`src/hdl/ssrd_pkg.sv`:
```
// ----------------------------------------------------------------------------
// ssrd_pkg
// Shared types and constants of the stereo silence range detector.
// ----------------------------------------------------------------------------
`default_nettype none

package ssrd_pkg;

  // Saturation limit of the quiet frame counter.
  localparam int unsigned CountBits = 24;
  localparam logic [CountBits-1:0] CountMax = {CountBits{1'b1}};

  // Configuration register indexes (byte address is 4 times the index).
  localparam int unsigned CfgAddrBits = 5;
  localparam logic [2:0] RegVolumeThreshold = 3'd0;
  localparam logic [2:0] RegMinQuietRun     = 3'd1;
  localparam logic [2:0] RegMergeGap        = 3'd2;
  localparam logic [2:0] RegMinRangeLength  = 3'd3;
  localparam logic [2:0] RegEdgeMargin      = 3'd4;
  localparam logic [2:0] RegTotalFrames     = 3'd5;

  // Register values after reset.
  localparam logic [30:0] RstVolumeThreshold = 31'd12;
  localparam logic [23:0] RstMinQuietRun     = 24'd480;
  localparam logic [23:0] RstMergeGap        = 24'd48;
  localparam logic [23:0] RstMinRangeLength  = 24'd14400;
  localparam logic [23:0] RstEdgeMargin      = 24'd1606;
  localparam logic [31:0] RstTotalFrames     = 32'd1;

  // Current register contents.
  typedef struct packed {
    logic [30:0] volume_threshold;
    logic [23:0] min_quiet_run;
    logic [23:0] merge_gap;
    logic [23:0] min_range_length;
    logic [23:0] edge_margin;
    logic [31:0] total_frames;
  } ssrd_cfg_t;

  // One result entry.
  typedef struct packed {
    logic [31:0] range_start;
    logic [31:0] range_end;
    logic        last_of_run;
  } ssrd_res_t;

  // Registered front stage status toward the core.
  typedef struct packed {
    logic valid;
    logic quiet;
  } ssrd_front_t;

endpackage

`default_nettype wire

```
`src/hdl/ssrd_if.sv`:
```
// ----------------------------------------------------------------------------
// ssrd_if
// Valid/ready channels for frames in and silence ranges out.
// ----------------------------------------------------------------------------
`default_nettype none

interface ssrd_in_if;
  logic        valid;
  logic        ready;
  logic [31:0] left_sample;
  logic [31:0] right_sample;

  modport source (output valid, output left_sample, output right_sample, input ready);
  modport sink   (input valid, input left_sample, input right_sample, output ready);
endinterface

interface ssrd_out_if;
  logic        valid;
  logic        ready;
  logic [31:0] range_start;
  logic [31:0] range_end;
  logic        last_of_run;

  modport source (output valid, output range_start, output range_end,
                  output last_of_run, input ready);
  modport sink   (input valid, input range_start, input range_end,
                  input last_of_run, output ready);
endinterface

`default_nettype wire

```
`src/hdl/ssrd_cfg.sv`:
```
// ----------------------------------------------------------------------------
// ssrd_cfg
// APB-style register file holding the detector configuration.
// ----------------------------------------------------------------------------
`default_nettype none

module ssrd_cfg import ssrd_pkg::*; (
  input  wire logic                   clk_i,
  input  wire logic                   rst_ni,
  input  wire logic                   psel,
  input  wire logic                   penable,
  input  wire logic                   pwrite,
  input  wire logic [CfgAddrBits-1:0] paddr,
  input  wire logic [31:0]            pwdata,
  output logic [31:0]                 prdata,
  output logic                        pready,
  output ssrd_cfg_t                   cfg_o
);

  ssrd_cfg_t   cfg_q, cfg_d;
  logic [2:0]  reg_idx;
  logic        wr_en;

  assign pready  = 1'b1;
  assign reg_idx = paddr[CfgAddrBits-1:2];
  assign wr_en   = psel && penable && pwrite;

  // Register write decode.
  always_comb begin
    cfg_d = cfg_q;
    if (wr_en) begin
      case (reg_idx)
        RegVolumeThreshold: cfg_d.volume_threshold = pwdata[30:0];
        RegMinQuietRun:     cfg_d.min_quiet_run    = pwdata[23:0];
        RegMergeGap:        cfg_d.merge_gap        = pwdata[23:0];
        RegMinRangeLength:  cfg_d.min_range_length = pwdata[23:0];
        RegEdgeMargin:      cfg_d.edge_margin      = pwdata[23:0];
        RegTotalFrames:     cfg_d.total_frames     = pwdata;
        default:            cfg_d = cfg_q;
      endcase
    end
  end

  always_ff @(posedge clk_i or negedge rst_ni) begin
    if (!rst_ni) begin
      cfg_q.volume_threshold <= RstVolumeThreshold;
      cfg_q.min_quiet_run    <= RstMinQuietRun;
      cfg_q.merge_gap        <= RstMergeGap;
      cfg_q.min_range_length <= RstMinRangeLength;
      cfg_q.edge_margin      <= RstEdgeMargin;
      cfg_q.total_frames     <= RstTotalFrames;
    end else begin
      cfg_q <= cfg_d;
    end
  end

  // Read back mux.
  always_comb begin
    case (reg_idx)
      RegVolumeThreshold: prdata = {1'b0, cfg_q.volume_threshold};
      RegMinQuietRun:     prdata = {8'd0, cfg_q.min_quiet_run};
      RegMergeGap:        prdata = {8'd0, cfg_q.merge_gap};
      RegMinRangeLength:  prdata = {8'd0, cfg_q.min_range_length};
      RegEdgeMargin:      prdata = {8'd0, cfg_q.edge_margin};
      RegTotalFrames:     prdata = cfg_q.total_frames;
      default:            prdata = 32'd0;
    endcase
  end

  assign cfg_o = cfg_q;

endmodule

`default_nettype wire

```
`src/hdl/ssrd_front.sv`:
```
// ----------------------------------------------------------------------------
// ssrd_front
// Input register: takes a frame and stores whether both channels are quiet.
// ----------------------------------------------------------------------------
`default_nettype none

module ssrd_front import ssrd_pkg::*; #(
  parameter int unsigned SAMPLE_BITS = 32
) (
  input  wire logic  clk_i,
  input  wire logic  rst_ni,
  ssrd_in_if.sink    in_s,
  input  wire logic [30:0] threshold_i,
  input  wire logic  advance_i,
  output ssrd_front_t front_o
);

  localparam int unsigned PadBits = 33 - SAMPLE_BITS;

  logic [SAMPLE_BITS-1:0] left_raw, right_raw, left_mag, right_mag;
  logic                   quiet, valid_q, valid_d, quiet_q;

  assign left_raw  = in_s.left_sample[SAMPLE_BITS-1:0];
  assign right_raw = in_s.right_sample[SAMPLE_BITS-1:0];

  // Magnitudes; the most negative code maps to its own unsigned value.
  assign left_mag  = left_raw[SAMPLE_BITS-1]  ? (~left_raw + 1'b1)  : left_raw;
  assign right_mag = right_raw[SAMPLE_BITS-1] ? (~right_raw + 1'b1) : right_raw;

  assign quiet = ({{PadBits{1'b0}}, left_mag}  <= {2'b00, threshold_i}) &&
                 ({{PadBits{1'b0}}, right_mag} <= {2'b00, threshold_i});

  // The stage empties when the core takes the frame.
  assign in_s.ready = !valid_q || advance_i;
  assign valid_d    = in_s.valid || (valid_q && !advance_i);

  always_ff @(posedge clk_i or negedge rst_ni) begin
    if (!rst_ni) begin
      valid_q <= 1'b0;
    end else begin
      valid_q <= valid_d;
    end
  end

  always_ff @(posedge clk_i) begin
    if (in_s.valid && in_s.ready) begin
      quiet_q <= quiet;
    end
  end

  assign front_o.valid = valid_q;
  assign front_o.quiet = quiet_q;

endmodule

`default_nettype wire

```
`src/hdl/ssrd_core.sv`:
```
// ----------------------------------------------------------------------------
// ssrd_core
// Quiet run counting, range open/close/merge and result formation per frame.
// ----------------------------------------------------------------------------
`default_nettype none

module ssrd_core import ssrd_pkg::*; (
  input  wire logic  clk_i,
  input  wire logic  rst_ni,
  input  ssrd_cfg_t  cfg_i,
  input  ssrd_front_t front_i,
  input  wire logic  space_i,
  output logic       advance_o,
  output logic [1:0] push_cnt_o,
  output ssrd_res_t  push0_o,
  output ssrd_res_t  push1_o
);

  logic [31:0]          frame_idx_q, frame_idx_d;
  logic [CountBits-1:0] quiet_cnt_q, quiet_cnt_d, quiet_inc;
  logic                 pend_valid_q, pend_valid_d, pend_open_q, pend_open_d;
  logic [31:0]          pend_start_q, pend_start_d, pend_end_q, pend_end_d;

  logic [31:0]  run_start, stop_old, stop_new;
  logic         do_emit0, do_emit1, keep0, keep1, is_final;
  ssrd_res_t    res0, res1;

  // Drops short ranges, widens kept ones and clamps them.
  function automatic ssrd_res_t widen(input logic [31:0] start, input logic [31:0] stop,
                                      input ssrd_cfg_t c, output logic keep);
    logic [31:0] len;
    logic [32:0] wide_end;
    ssrd_res_t   r;
    len  = stop - start;
    keep = len >= {8'd0, c.min_range_length};
    r.range_start = (start > {8'd0, c.edge_margin}) ? start - {8'd0, c.edge_margin} : 32'd0;
    wide_end = {1'b0, stop} + {9'd0, c.edge_margin};
    r.range_end = (wide_end > {1'b0, c.total_frames}) ? c.total_frames : wide_end[31:0];
    r.last_of_run = 1'b0;
    return r;
  endfunction

  assign advance_o = front_i.valid && space_i;
  assign quiet_inc = quiet_cnt_q + 1'b1;
  assign run_start = frame_idx_q - {8'd0, cfg_i.min_quiet_run} + 32'd1;
  assign stop_old  = pend_open_q ? cfg_i.total_frames : pend_end_q;
  assign is_final  = ({1'b0, frame_idx_q} + 33'd1) >= {1'b0, cfg_i.total_frames};

  // Per-frame state update.
  always_comb begin
    quiet_cnt_d  = quiet_cnt_q;
    pend_valid_d = pend_valid_q;
    pend_open_d  = pend_open_q;
    pend_start_d = pend_start_q;
    pend_end_d   = pend_end_q;
    do_emit0     = 1'b0;
    if (front_i.quiet) begin
      if (quiet_cnt_q != CountMax) begin
        quiet_cnt_d = quiet_inc;
        if (quiet_inc == cfg_i.min_quiet_run) begin
          if (pend_valid_q && !pend_open_q &&
              ((run_start - pend_end_q) < {8'd0, cfg_i.merge_gap})) begin
            pend_open_d = 1'b1;
          end else begin
            do_emit0     = pend_valid_q;
            pend_valid_d = 1'b1;
            pend_open_d  = 1'b1;
            pend_start_d = run_start;
            pend_end_d   = 32'd0;
          end
        end
      end
    end else begin
      if (pend_open_q && (cfg_i.min_quiet_run != '0) &&
          (quiet_cnt_q >= cfg_i.min_quiet_run)) begin
        pend_end_d  = frame_idx_q - 32'd1;
        pend_open_d = 1'b0;
      end
      quiet_cnt_d = '0;
    end
  end

  assign stop_new = pend_open_d ? cfg_i.total_frames : pend_end_d;
  assign do_emit1 = is_final && pend_valid_d;

  // Result formation: displaced range first, then the end-of-stream flush.
  always_comb begin
    ssrd_res_t r0, r1;
    logic      k0, k1;
    r0 = widen(pend_start_q, stop_old, cfg_i, k0);
    r1 = widen(pend_start_d, stop_new, cfg_i, k1);
    keep0 = do_emit0 && k0;
    keep1 = do_emit1 && k1;
    res0  = r0;
    res1  = r1;
    res0.last_of_run = !keep1;
    res1.last_of_run = 1'b1;
    push0_o = keep0 ? res0 : res1;
    push1_o = res1;
    push_cnt_o = advance_o ? ({1'b0, keep0} + {1'b0, keep1}) : 2'd0;
  end

  always_ff @(posedge clk_i or negedge rst_ni) begin
    if (!rst_ni) begin
      frame_idx_q  <= 32'd0;
      quiet_cnt_q  <= '0;
      pend_valid_q <= 1'b0;
      pend_open_q  <= 1'b0;
      pend_start_q <= 32'd0;
      pend_end_q   <= 32'd0;
    end else if (advance_o) begin
      if (is_final) begin
        frame_idx_q  <= 32'd0;
        quiet_cnt_q  <= '0;
        pend_valid_q <= 1'b0;
        pend_open_q  <= 1'b0;
        pend_start_q <= 32'd0;
        pend_end_q   <= 32'd0;
      end else begin
        frame_idx_q  <= frame_idx_d;
        quiet_cnt_q  <= quiet_cnt_d;
        pend_valid_q <= pend_valid_d;
        pend_open_q  <= pend_open_d;
        pend_start_q <= pend_start_d;
        pend_end_q   <= pend_end_d;
      end
    end
  end

  assign frame_idx_d = frame_idx_q + 32'd1;

endmodule

`default_nettype wire

```
`src/hdl/ssrd_fifo.sv`:
```
// ----------------------------------------------------------------------------
// ssrd_fifo
// Four-entry result queue taking up to two results per cycle.
// ----------------------------------------------------------------------------
`default_nettype none

module ssrd_fifo import ssrd_pkg::*; (
  input  wire logic  clk_i,
  input  wire logic  rst_ni,
  input  wire logic [1:0] push_cnt_i,
  input  ssrd_res_t  push0_i,
  input  ssrd_res_t  push1_i,
  output logic       space_o,
  ssrd_out_if.source out_m
);

  ssrd_res_t  mem_q [4];
  logic [1:0] wr_ptr_q, rd_ptr_q, wr_next;
  logic [2:0] count_q;
  logic       pop;

  // Room for the largest burst of one frame.
  assign space_o = count_q <= 3'd2;
  assign pop     = out_m.valid && out_m.ready;
  assign wr_next = wr_ptr_q + 2'd1;

  always_ff @(posedge clk_i) begin
    if (push_cnt_i != 2'd0) begin
      mem_q[wr_ptr_q] <= push0_i;
    end
    if (push_cnt_i == 2'd2) begin
      mem_q[wr_next] <= push1_i;
    end
  end

  always_ff @(posedge clk_i or negedge rst_ni) begin
    if (!rst_ni) begin
      wr_ptr_q <= 2'd0;
      rd_ptr_q <= 2'd0;
      count_q  <= 3'd0;
    end else begin
      wr_ptr_q <= wr_ptr_q + push_cnt_i;
      rd_ptr_q <= rd_ptr_q + {1'b0, pop};
      count_q  <= count_q + {1'b0, push_cnt_i} - {2'b00, pop};
    end
  end

  assign out_m.valid       = count_q != 3'd0;
  assign out_m.range_start = mem_q[rd_ptr_q].range_start;
  assign out_m.range_end   = mem_q[rd_ptr_q].range_end;
  assign out_m.last_of_run = mem_q[rd_ptr_q].last_of_run;

endmodule

`default_nettype wire

```
`src/hdl/stereo_silence_range_detector_unit.sv`:
```
// ----------------------------------------------------------------------------
// stereo_silence_range_detector_unit
// Finds silence ranges in a stream of stereo PCM frames.
// ----------------------------------------------------------------------------
// Frames enter on in_s (valid/ready), one transaction per frame. Each frame
// may produce zero, one or two silence ranges on out_m, the last of them
// flagged by last_of_run. Registers are to be set over the APB-style port
// while the block is idle (not enforced by the block); pready is always high.
// A frame is accepted in every cycle as long as the four-entry result queue
// has room for two results, so the sustained rate is one frame per cycle.
// A frame's transaction loads it into the input register; its results then
// pass through the range logic into the result queue, which drives out_m,
// once the queue has room for two results. When the receiver stalls, the
// queue fills, and in_s.ready drops once the input register holds a frame
// and fewer than two entries are free; nothing is lost.
// Reset clears the stream state and the queue and loads the register
// defaults; the frame following reset is frame zero of a new stream.
// ----------------------------------------------------------------------------
`default_nettype none

module stereo_silence_range_detector_unit import ssrd_pkg::*; #(
  parameter int unsigned SAMPLE_BITS = 32
) (
  input  wire logic                   clk_i,
  input  wire logic                   rst_ni,
  ssrd_in_if.sink                     in_s,
  ssrd_out_if.source                  out_m,
  input  wire logic                   psel,
  input  wire logic                   penable,
  input  wire logic                   pwrite,
  input  wire logic [CfgAddrBits-1:0] paddr,
  input  wire logic [31:0]            pwdata,
  output logic [31:0]                 prdata,
  output logic                        pready
);

  ssrd_cfg_t   cfg;
  ssrd_front_t front;
  ssrd_res_t   push0, push1;
  logic [1:0]  push_cnt;
  logic        advance, space;

  // Configuration registers.
  ssrd_cfg u_cfg (
    .clk_i, .rst_ni, .psel, .penable, .pwrite, .paddr, .pwdata, .prdata, .pready,
    .cfg_o (cfg)
  );

  // Input register and quiet detection.
  ssrd_front #(.SAMPLE_BITS(SAMPLE_BITS)) u_front (
    .clk_i, .rst_ni, .in_s,
    .threshold_i (cfg.volume_threshold),
    .advance_i   (advance),
    .front_o     (front)
  );

  // Range tracking.
  ssrd_core u_core (
    .clk_i, .rst_ni,
    .cfg_i      (cfg),
    .front_i    (front),
    .space_i    (space),
    .advance_o  (advance),
    .push_cnt_o (push_cnt),
    .push0_o    (push0),
    .push1_o    (push1)
  );

  // Result queue.
  ssrd_fifo u_fifo (
    .clk_i, .rst_ni,
    .push_cnt_i (push_cnt),
    .push0_i    (push0),
    .push1_i    (push1),
    .space_o    (space),
    .out_m
  );

endmodule

`default_nettype wire
```
`src/flat_wrapper.sv`:
```
// flat-port wrapper written by rule: the top's interface ports become plain ports
module stereo_silence_range_detector_unit_flat import ssrd_pkg::*;
#(
  parameter int unsigned SAMPLE_BITS = 32
)
  (clk_i, rst_ni, psel, penable, pwrite, paddr, pwdata, prdata, pready, in_s_valid, in_s_left_sample, in_s_right_sample, in_s_ready, out_m_valid, out_m_range_start, out_m_range_end, out_m_last_of_run, out_m_ready);
  ssrd_in_if in_s_i ();
  ssrd_out_if out_m_i ();
  input  wire logic clk_i;
  input  wire logic rst_ni;
  input  wire logic psel;
  input  wire logic penable;
  input  wire logic pwrite;
  input  wire logic [CfgAddrBits-1:0] paddr;
  input  wire logic [31:0] pwdata;
  output logic [31:0] prdata;
  output logic pready;
  input wire logic [$bits(in_s_i.valid)-1:0] in_s_valid;
  input wire logic [$bits(in_s_i.left_sample)-1:0] in_s_left_sample;
  input wire logic [$bits(in_s_i.right_sample)-1:0] in_s_right_sample;
  output wire logic [$bits(in_s_i.ready)-1:0] in_s_ready;
  output wire logic [$bits(out_m_i.valid)-1:0] out_m_valid;
  output wire logic [$bits(out_m_i.range_start)-1:0] out_m_range_start;
  output wire logic [$bits(out_m_i.range_end)-1:0] out_m_range_end;
  output wire logic [$bits(out_m_i.last_of_run)-1:0] out_m_last_of_run;
  input wire logic [$bits(out_m_i.ready)-1:0] out_m_ready;
  assign in_s_i.valid = in_s_valid;
  assign in_s_i.left_sample = in_s_left_sample;
  assign in_s_i.right_sample = in_s_right_sample;
  assign in_s_ready = in_s_i.ready;
  assign out_m_valid = out_m_i.valid;
  assign out_m_range_start = out_m_i.range_start;
  assign out_m_range_end = out_m_i.range_end;
  assign out_m_last_of_run = out_m_i.last_of_run;
  assign out_m_i.ready = out_m_ready;
  stereo_silence_range_detector_unit #(.SAMPLE_BITS(SAMPLE_BITS)) u_core (.clk_i(clk_i), .rst_ni(rst_ni), .in_s(in_s_i), .out_m(out_m_i), .psel(psel), .penable(penable), .pwrite(pwrite), .paddr(paddr), .pwdata(pwdata), .prdata(prdata), .pready(pready));
endmodule
```
`config.mk`:
```
export PLATFORM = sky130hd
export DESIGN_NAME = stereo_silence_range_detector_unit_flat
export DESIGN_NICKNAME = d
export VERILOG_FILES = /design/src/hdl/ssrd_pkg.sv /design/src/hdl/ssrd_if.sv /design/src/hdl/ssrd_cfg.sv /design/src/hdl/ssrd_front.sv /design/src/hdl/ssrd_core.sv /design/src/hdl/ssrd_fifo.sv /design/src/hdl/stereo_silence_range_detector_unit.sv /design/src/flat_wrapper.sv
export SDC_FILE = /design/constraint.sdc
export NUM_CORES = 2
export LEC_CHECK = 0
export BUFFER_PORTS_ARGS = -buffer_cell sky130_fd_sc_hd__buf_2
export CAP_MARGIN = 20
export CORE_ASPECT_RATIO = 2
export CORE_MARGIN = 2
export CORE_UTILIZATION = 45
export DETAILED_ROUTE_END_ITERATION = 12
export SLEW_MARGIN = 40
export SYNTH_ARGS = -nofsm -noshare
export SYNTH_HDL_FRONTEND = slang
export SYNTH_SLANG_ARGS = --single-unit
```
`constraint.sdc`:
```
create_clock -name clk_i -period 17.5 [get_ports clk_i]
set_input_delay 0 -clock clk_i [delete_from_list [all_inputs] [get_ports clk_i]]
set_output_delay 0 -clock clk_i [all_outputs]
set_load 0.02 [all_outputs]
```
### Word-level counts from Yosys, hierarchy flattened

Memories as Yosys holds them, arrays and structs flattened.
Index checks and enable logic that the tools add are counted.

* magnitude comparators: 12
* multiplexer cells: 44
* bitwise gates (word level): 2
* reductions and logical operators: 31
* add/sub/neg operators: 21
* equal/unequal tests: 9

Operators with widths (number)
* $mux 32: 20
* $pmux 32 s6: 1
* $add 32x1->32 const B: 4
* $sub 32x24->32: 3
* $sub 32x32->32: 3
* $mux 24: 3
* $add 32x24->33: 2
* $gt 33x32->1: 2
* $mux 65: 1
* $ge 32x24->1: 2
* $gt 32x24->1: 2
* $le 32x31->1: 2
* $not 32->32: 2
* $add 32x1->33 const B: 1
* $ge 33x32->1: 1
* $lt 32x24->1: 1
* $sub 32x1->32 const B: 1
* $add 24x1->24 const B: 1
* $eq 24x24->1: 1
* $ge 24x24->1: 1
* $ne 24x24->1 const B: 1
* $reduce_bool 24->1: 1
* $mux 1: 18
* $logic_and 1x1->1: 14
* 19 further kinds: 31

* logic and storage cells: 137
* memory bits (writable): 260
* output and inout port bits: 100
* flip-flop bits (word level): 290
* memories: 1

Memory list
* u_core.u_fifo.mem_q: words 4, width 65, rd ports 1, clocked after Yosys merged registers in 0, write ports 2, line ssrd_fifo.sv:17 `ssrd_res_t mem_q [4];`

### Logic depth before layout (Yosys ltp)

* depth after elaboration: 18
* mapped depth: 68
* depth with buffers taken out: 63

### By module

Synthesis repeated with hierarchy kept, for this count alone.

* cell total of the unflattened synthesis: 5258
* area, all modules: 50591.0 um^2

Modules (own cells, without submodules)
* ssrd_core: sequential area each 3052.9 um^2, times used 1, cells each 3680, area an instance 26997.1 um^2
* ssrd_fifo: sequential area each 7982.7 um^2, times used 1, cells each 669, area an instance 13339.0 um^2
* ssrd_cfg: sequential area each 4001.3 um^2, times used 1, cells each 538, area an instance 7443.4 um^2
* ssrd_front: sequential area each 55.1 um^2, times used 1, cells each 371, area an instance 2811.4 um^2

### Least setup slack after synthesis

No wires, ideal clock.

* kind: reg-to-reg
* from: register u_core.u_cfg.cfg_q (netlist bit u_core.u_cfg.cfg_o[110])
* to: memory u_core.u_fifo.mem_q[0][10] in the netlist's numbering (enable)
* clock period less this slack: 13.380 ns
* library setup time: 0.424 ns
* path slack: 4.120 ns
* path buffers: 5
* data required time: 17.076 ns
* data arrival time: 12.956 ns
* stages on the path, launching flop included: 56
* path through: dfstp_2 inv_1 ha_1 ha_1 o21ai_0 nand2b_1 nand2_1 o21ai_0 a21oi_1 xnor2_1 ha_1 clkbuf_1 a211oi_1 o21ai_0 or3_1 o211ai_1 o31ai_1 xor2_1 (+20 left out) o311a_1 nor3_1 or4b_2 a22o_1 o21ai_0 o31a_1 ha_1 nor2b_1 o21ai_0 o2111ai_1 nor4_1 a31oi_1 ha_1 clkbuf_1 o21ai_1 or3_1 clkbuf_1 nand2_1

RTL lines
* from (decl): line ssrd_cfg.sv:20 `ssrd_cfg_t cfg_q, cfg_d;`
* from (signal assigned): line ssrd_cfg.sv:53 `cfg_q <= cfg_d;`
* to (decl): line ssrd_fifo.sv:17

==> results.txt <==
Start of the worst register-to-register path - u_core.u_core.frame_idx_q[1]
WHS - 0.0660 ns
Nature of the critical path endpoint - flop
Width of the die - 232 µm
Most common flop cell mapped by yosys - dfrtp_1
Reg-to-reg slack, setup - 0.97 ns
Core region area - 103,000 µm²
Multi-input gate area - 29,900 µm²
Weighted congestion reported at the end of routability-driven placement - 0.998
Final setup violation count - 0
Area share of the largest cell type after synthesis - 16.4%
Routed Wire Length - 205,000 µm
Critical R2R Capture - u_core.u_fifo.mem_q[0][28]
Number of setup buffers added after CTS - 0
Number of nets still failing antenna checks after routing - 0
Global-route wire length before repair - 293,000 µm
Headroom to the max-slew limit - 33.5%
Avg Cell Area, Syn - 8.87 µm²
H-tree depth - 2
Height of the die - 461 µm
Path type of the worst min-delay path - in -> reg
Number of pins exceeding their max-slew limit in the final report - 0
First-pass DRT Iterations - 6
Setup repair after global routing missed its margin - false
Ratio of cells with drive above 1 in the final layout - 11.7%
Post-Syn Instances - 5,293
Number of global-route vias before repair - 45,274
Netlist area before placement - 47,000 µm²
DR WL/cell - 29.7 µm
Reg clk slew, reported paths - 0.06 ns
Initial standard-cell utilization of the core - 45.4%
Share of flip-flops with an asynchronous set or reset - 52.5%
Antenna violations before repair - 7
Final #Nets - 6,131
Final HPWL DP - 165,000 µm
Cell variety after synth - 107
Setup total negative slack - 0 ns
Number of synthesized flops with an enable pin - 257
Main area contributors after synthesis - edfxtp_1 16%, dfrtp_1 14%, ha_1 14%
Critical path endpoint - u_core.u_fifo.mem_q[0][28]
Avg Vias per Cell - 6.39
Total number of vias - 44,080
Outcome - complete, no violations
Number of cells traversed by the worst register-to-register path - 55
Worst setup path category - reg -> reg
Standby leakage power - 0.0219 µW
Number of maximum-capacitance violations - 0
Part of the Yosys area used for sequential elements - 32.0%
Maximum clock path buffer count - 3
Net Count, Synth - 5,930
CTS tree - built
Total global routing overflow - 0
DRT iter0 DRCs - 3,267
TritonCTS sink count - 550
Slowest cell on crit path - or4b_2
Flop and latch count out of synthesis - 550
Crit-path max FO - 24
Kind of launch point of the worst setup path - flop
Library cell used as clock root buffer - clkbuf_16
Maximum number of pins on one net before global-route repair - 65
Die area - 107,000 µm²
Worst setup path start - u_core.u_core.frame_idx_q[1]
Max Fclk - 0.0605 GHz
WP data arrival - 16.89 ns
Synth warnings - 0
Crit path largest cell delay - 0.67 ns
Fill cells - 10,088
Required @ worst endpoint - 17.86 ns
Clock network latency to the later pin of the worst-skew pair - 0.69 ns
Most frequent standard cell in the layout excluding fill and tap cells - nand2_1
Library cell appearing most often on the critical path - a21oi_1
Total global routing track utilization - 37.8%
Worst Skew - 0.0453 ns
Synth-to-Final Area Change - 11.7%
Area of all sequential standard cells - 15,100 µm²
CTS Hold Bufs - 39
Cell type with the largest total area after synthesis - edfxtp_1
Commonest cells after routing, fill and taps aside - 557 x nand2_1, 520 x ha_1, 519 x o21ai_0
Number of placed I/O pins - 208
Ratio of total power to cell area - 99.0 nW/µm²
Cells resized by post-CTS repair - 0
Worst Tran Pin Value - 0.995 ns
CTS Buf Count - 55
Peak ir drop on the vdd network - 0.0891 mV
Buffers on Ports - 204
Row Count - 167
Remaining DRCs - 0
Time the final worst path needs with I/O delays and setup - 16.53 ns
Final hold violations - 0
Final clock period utilization by the worst path - 94.5%
how the worst min path moves through the flow:
| stage | endpoint | from | slack [ns] | cells after the start |
|---|---|---|---|---|
| 6_report | u_core.u_cfg.cfg_o[31] | pwdata[31] | 0.07 | 4 |
| 5_1_grt | u_core.u_cfg.cfg_o[31] | pwdata[31] | 0.11 | 4 |
| 4_1_cts | u_core.u_cfg.cfg_o[31] | pwdata[31] | 0.04 | 4 |
| 3_5_place_dp | u_core.u_cfg.cfg_o[56] | rst_ni | 0.02 | 1 |
| 3_3_place_gp | u_core.u_cfg.cfg_o[81] | rst_ni | 0.02 | 1 |
| 2_1_floorplan | u_core.u_cfg.cfg_o[100] | rst_ni | -0.30 | 0 |
metal layers:
metal	track usage, %	up-vias	wire length, µm	share of wire, %
met5	0	-	13	0.0063
met4	38.8	2	25300	12
met3	4.89	753	10200	5.0
met2	67.5	1850	103000	50
met1	36.1	21467	67200	33
li1	-	20008	-	-
per-stage QoR:
stage	util [%]	setup WS [ns]	instances	total power [µW]	cell area, µm²
2_1_floorplan	-	4.12	5293	2960	47000
3_3_place_gp	48.4	1.45	6745	3830	50000
3_5_place_dp	48.5	1.27	6750	3870	50200
4_1_cts	50.7	1.22	6890	5150	52400
5_1_grt	50.7	0.542	6896	5410	52500
6_report	50.7	0.967	6898	5200	52500
logic make-up (layout without fill, tap and decap cells):
logic type	after synthesis	in the layout	share of synthesized area, %
mux	142	142	5.03
buf+inv	599	844	4.89
fa+ha+maj	529	529	14.2
other cells	1	9	0.00798
compound gates	1702	1702	22.7
flops	550	550	32.0
xor+xnor	365	365	6.81
simple gates	1405	1405	14.3
Yosys cell counts (70+ instances only):
| cell | n |
|---|---|
| clkbuf_1 | 181 |
| edfxtp_1 | 257 |
| ha_1 | 520 |
| xnor2_1 | 275 |
| nor2_1 | 250 |
| inv_1 | 366 |
| o21ai_0 | 524 |
| o22ai_1 | 222 |
| xor2_1 | 90 |
| nand4_1 | 86 |
| nand3_1 | 119 |
| a21o_1 | 153 |
| nor3_1 | 70 |
| a21oi_1 | 323 |
| nand2_1 | 564 |
| dfrtp_1 | 271 |
worst max-delay path, delay by kind of cell, from the launching register on:
family | cells | cell delay [ns]
AOI/OAI and AO/OA | 28 | 7.90
xor gates and xnor gates | 2 | 0.37
adders and majority gates | 9 | 3.05
buffers and inverters | 6 | 0.75
DFF | 1 | 0.45
and+or+nand+nor | 10 | 3.63
power by group:
group / leakage (µW) / switching (µW) / internal [µW]
logic: 0.0156 / 1540 / 787
registers: 0.00538 / 139 / 1450
clock network: 0.000903 / 585 / 692
sequential cells by signal, summed over array words and instances, names as in the netlist:
signal and cells:
u_core.u_cfg.cfg_o 159, u_core.u_core.frame_idx_q 32, u_core.u_core.pend_end_q 32, u_core.u_core.pend_open_q 1
u_core.u_core.pend_start_q 32, u_core.u_core.pend_valid_q 1, u_core.u_core.quiet_cnt_q 24, u_core.u_fifo.count_q 3
u_core.u_fifo.mem_q 260, u_core.u_fifo.rd_ptr_q 2, u_core.u_fifo.wr_ptr_q 2, u_core.u_front.quiet_q 1
u_core.u_front.valid_q 1
cell type report:
class                           count  share of cell area [%]
Antenna cell                        8                  0.0382
Clock buffer                       71                    2.91
Clock inverter                     30                   0.575
Inverter                          370                    2.65
Multi-Input combinational cell   4144                    56.9
Sequential cell                   550                    28.7
Tap cell                         1352                    3.22
Timing Repair Buffer              373                    4.97
(Power assumes the default switching activity.)
